**config.mk**
```make
export PLATFORM = sky130hd
export DESIGN_NAME = cmac_ram
export DESIGN_NICKNAME = d
export VERILOG_FILES = /design/src/design/cmac_ram.sv
export SDC_FILE = /design/constraint.sdc
export NUM_CORES = 1
export LEC_CHECK = 0
export BUFFER_PORTS_ARGS = -buffer_cell sky130_fd_sc_hd__clkbuf_2
export CAP_MARGIN = 20
export CORE_ASPECT_RATIO = 1.4
export CORE_MARGIN = 4
export CORE_UTILIZATION = 55
export CTS_CLUSTER_SIZE = 25
export DETAILED_ROUTE_END_ITERATION = 8
export PLACE_DENSITY = 0.73
export SLEW_MARGIN = 20
export SYNTH_ARGS = -nofsm -noshare
export SYNTH_HDL_FRONTEND = slang
export SYNTH_SLANG_ARGS = --single-unit
```
**constraint.sdc**
```tcl
create_clock -name clk -period 21 [get_ports clk]
set_input_delay 3.15 -clock clk [delete_from_list [all_inputs] [get_ports clk]]
set_output_delay 3.15 -clock clk [all_outputs]
set_load 0.03 [all_outputs]
```
**src/design/cmac_ram.sv**
```systemverilog
module cmac_ram #(
  parameter int WIDTH = 128,
  parameter int DEPTH = 11
) (
  input  logic                     clk,
  input  logic                     we,
  input  logic [$clog2(DEPTH)-1:0] waddr,
  input  logic [WIDTH-1:0]         wdata,
  input  logic [$clog2(DEPTH)-1:0] raddr,
  output logic [WIDTH-1:0]         rdata
);
  logic [WIDTH-1:0] mem [0:DEPTH-1];

  always_ff @(posedge clk) begin
    if (we) begin
      mem[waddr] <= wdata;
    end
    rdata <= mem[raddr];
  end
endmodule

```
# ---- After elaboration in Yosys (flattened, before gate mapping)
# Memories as Yosys holds them, arrays and structs flattened. A register that Yosys moved wholly into a read port is not among the register bits.
# Index checks and enable logic that the tools add are counted.
dict set report word_totals {
  register_bits 0
  ramBits 1408
  in_bits 138
  output_inout_bits 128
  word_cells 3
  memories 1
}
dict set report classes {
  muxes 2
}
# name depth width read_ports rd_clocked_by_memory_dff wr line
set mem_list {}
lappend mem_list {mem 11 128 1 1 1 12} ;# logic [WIDTH-1:0] mem [0:DEPTH-1];
# operator n
set op_table {}
lappend op_table {{two-way mux 1 bit} 2}

# ---- Depth between registers and ports, before layout
dict set report logic_depth {
  ltp_word 2
  ltp_mapped 6
  depth_no_buf 3
}

# ---- Worst setup path after synthesis
# No wires, ideal clock.
dict set report synth_timing {
  path_kind {input port to flip-flop}
  startpoint {in waddr[3]}
  endpoint {mem mem[0][0] (enable)}
  setup_ns 0.774
  t_arrival_ns 12.304
  required_time_ns 20.226
  setup_slack_ns 7.922
  path_stages 2
  path_buffers 0
  cell_sequence {or3b_2 -> nor3_1}
}
# element line
set synth_rtl {}
lappend synth_rtl {{start: declaration} 7} ;# input logic [$clog2(DEPTH)-1:0] waddr,
lappend synth_rtl {{end: declaration} 12}
# No word-level cell before the write port.

==> out/results.txt <==
dpl hpwl -> 62950 um
Final ANT Viol Nets -> 0
Setup CP Type -> in2reg
post-synth top area cell -> edfxtp_1
Max Cap Viol -> 0
Pwr Density -> 97.23 nW/um^2
Final Hold Vio Count -> 0
RSZ-0062 raised after global routing -> no
PostCTS Resize Cnt -> 0
Hold WC Path Type -> reg2reg
vias -> 28954
Lkg Pwr -> 0.02175 uW
cts bufs inserted -> 137
gr ovfl total -> 0
register area share after synthesis -> 78.04%
WP data required -> 21580 ps
final period utilization -> 32.11%
starting density of the core -> 55.32%
Worst Slack Setup Final -> 14260 ps
die height -> 390.4 um
Clock Latency Late Sink -> 760 ps
top cells by area, synth -> edfxtp_1 (74%), mux2_2 (7.5%), dfxtp_1 (4.5%)
gpl congestion -> 0.7440
post-synthesis compound-gate area fraction -> 6.689%
first-pass GRT wire length -> 189000 um
# IOs -> 266
endpoint type of the worst setup path -> register
CTS H-tree depth -> 4
combinational family with the most area after synthesis -> multiplexers
Synth Warn # -> 0
All-Layer GR Usage -> 23.24%
Std-Cell Core Area -> 103900 um^2
final WL -> 128000 um
Clock Pin Slew Worst Setup and Hold Paths -> 60 ps
largest net degree at the start of global routing -> 169
vias in the first global route -> 30037
Post-Synth Simple-Gate Area -> 1.577%
CTS tree -> done
Crit Path Max Fanout -> 163
drt drc -> 0
Pre-antenna DRT Iters -> 5
Max VDD drop -> 56.83 uV
Syn Nets -> 3159
mux share of post-synthesis cell area -> 11.99%
CTS max path bufs -> 3
die extent in x -> 281.2 um
synth unique cells -> 20
xor and xnor area share after synthesis -> 0%
status -> completed
Nets -> 3423
I/O Buffers -> 265
mapped cell area -> 57460 um^2
fin. max-slew vios -> 0
number of vias per cell -> 6.081
die area -> 109800 um^2
Fmax -> 0.1483 GHz
Final Skew -> 22.78 ps
Slew @ Worst Pin -> 1131 ps
Syn Inst Count -> 3021
met1 GRT Util -> 30.13%
average size of a mapped cell -> 19.02 um^2
global routing's busiest layer -> met2
routed length per instance -> 26.88 um
post-place setup slack -> 13520 ps
setup_tns -> 0 ps
Layout area overhead -> 12.29%
Worst setup SP type -> input pin
met2 Usage GRT -> 39.81%
1st-iter DRT viols -> 2632
initial antenna violation count -> 22
Yosys top cell area share -> 73.58%
Fillers -> 7163
Yosys reg bits -> 1536
area share of fa/ha/maj cells after synthesis -> 0%
fin crit period -> 6743 ps
GR Layer Usage met3 -> 5.315%
setup violators final -> 0
CP arrival -> 7330 ps
root buf cell -> clkbuf_16
clk sinks -> 1536
post-CTS setup buffers -> 0
CTS hold repair buffers -> 0
max_slew headroom -> 24.60%
share of layout cells above drive strength 1 -> 26.44%
site row count -> 140
-- sequential cells by signal, summed over array words and instances, names as in the netlist --
register	flops
mem	1408
rdata	128
-- worst paths after layout --
check	start	end	slack [ps]	cells after the start
max reg2reg	mem[9][102]	rdata[102]	19810	3
min reg2reg	mem[10][53]	rdata[53]	560	3
max	raddr[0]	rdata[112]	14260	7
min	mem[10][53]	rdata[53]	560	3
-- power by group --
| part | switching, uW | internal, uW | total [uW] | leakage, uW |
|---|---|---|---|---|
| Combinational | 238 | 121 | 359 | 0.00579 |
| Sequential | 29.3 | 3420 | 3450 | 0.0138 |
| Clock | 1050 | 1410 | 2470 | 0.00216 |
-- worst max-delay path, stage by stage --
cell and delay [ps]:
buf_8 630, buf_12 720, buf_4 910, buf_12 710, mux2_2 420, o211ai_1 180, o31ai_1 100
-- Yosys cell counts --
| master | instances |
|---|---|
| edfxtp_1 | 1408 |
| mux2_2 | 384 |
| mux2i_1 | 256 |
| nand2b_1 | 131 |
| a22o_1 | 128 |
| dfxtp_1 | 128 |
| o211ai_1 | 128 |
| o22ai_1 | 128 |
| o31ai_1 | 128 |
| clkbuf_1 | 93 |
| buf_4 | 42 |
| buf_2 | 28 |
| buf_6 | 13 |
| nor2_1 | 9 |
| buf_1 | 8 |
| nor3_1 | 3 |
| nand2_1 | 2 |
| nand3b_1 | 2 |
| nor2b_1 | 1 |
| or3b_2 | 1 |
-- logic make-up (layout without fill, tap and decap cells) --
family | after synthesis | count (layout)
flops | 1536 | 1536
mux | 640 | 640
compound gates | 512 | 512
buf+inv | 184 | 560
simple gates | 149 | 149
other cells | 0 | 15
-- per-stage QoR --
| step | hold slack, ps | std cells | utilization (%) | total power, uW | cell area (um^2) |
|---|---|---|---|---|---|
| 3_5_place_dp | 558.7 | 4495 | 57.81 | 3874 | 60050 |
| 5_1_grt | 593.6 | 4751 | 62.09 | 6470 | 64500 |
| 3_3_place_gp | 547.5 | 4495 | 57.81 | 3859 | 60050 |
| 6_report | 562.6 | 4761 | 62.11 | 6273 | 64520 |
| 4_1_cts | 567.5 | 4746 | 62.08 | 6324 | 64480 |
| 2_1_floorplan | 539.4 | 3021 | - | 3738 | 57460 |
-- layout make-up --
cell class                 instances  area, um^2  share of cell area [%]
clock buffer                     188        3784                   5.864
timing repair buffer             309        1773                   2.748
multi-input combinational       1301       11740                   18.20
tap                             1349        1688                   2.616
antenna                           15       37.54                 0.05818
clock inverter                    63       654.4                   1.014
sequential                      1536       44840                   69.50
-- metal layers --
metal,part of all wire [%],up-vias,wire [um]
li1,-,12708,-
met1,39,14994,50090
met2,51,1024,65490
met3,7.3,216,9313
met4,2.4,12,3012
met5,0.060,-,77
-- cell usage in the layout, fill, tap and decap left out, types with 2 or more instances in the layout --
master and instances:
nor2_4 9, nand3b_1 2, buf_4 37, clkinv_2 14
mux2_2 384, diode_2 15, o211ai_1 128, nand2b_1 130
clkbuf_1 38, clkbuf_2 262, edfxtp_1 1408, dfxtp_1 128
clkbuf_16 140, inv_6 6, o22ai_1 128, nor3_2 3
clkinvlp_4 2, clkbuf_8 11, bufinv_16 12, buf_8 2
clkinv_1 24, clkinv_4 2, mux2i_1 256, o31ai_1 128
buf_12 7, clkinv_8 3, a22o_1 128
(Power assumes the default switching activity.)
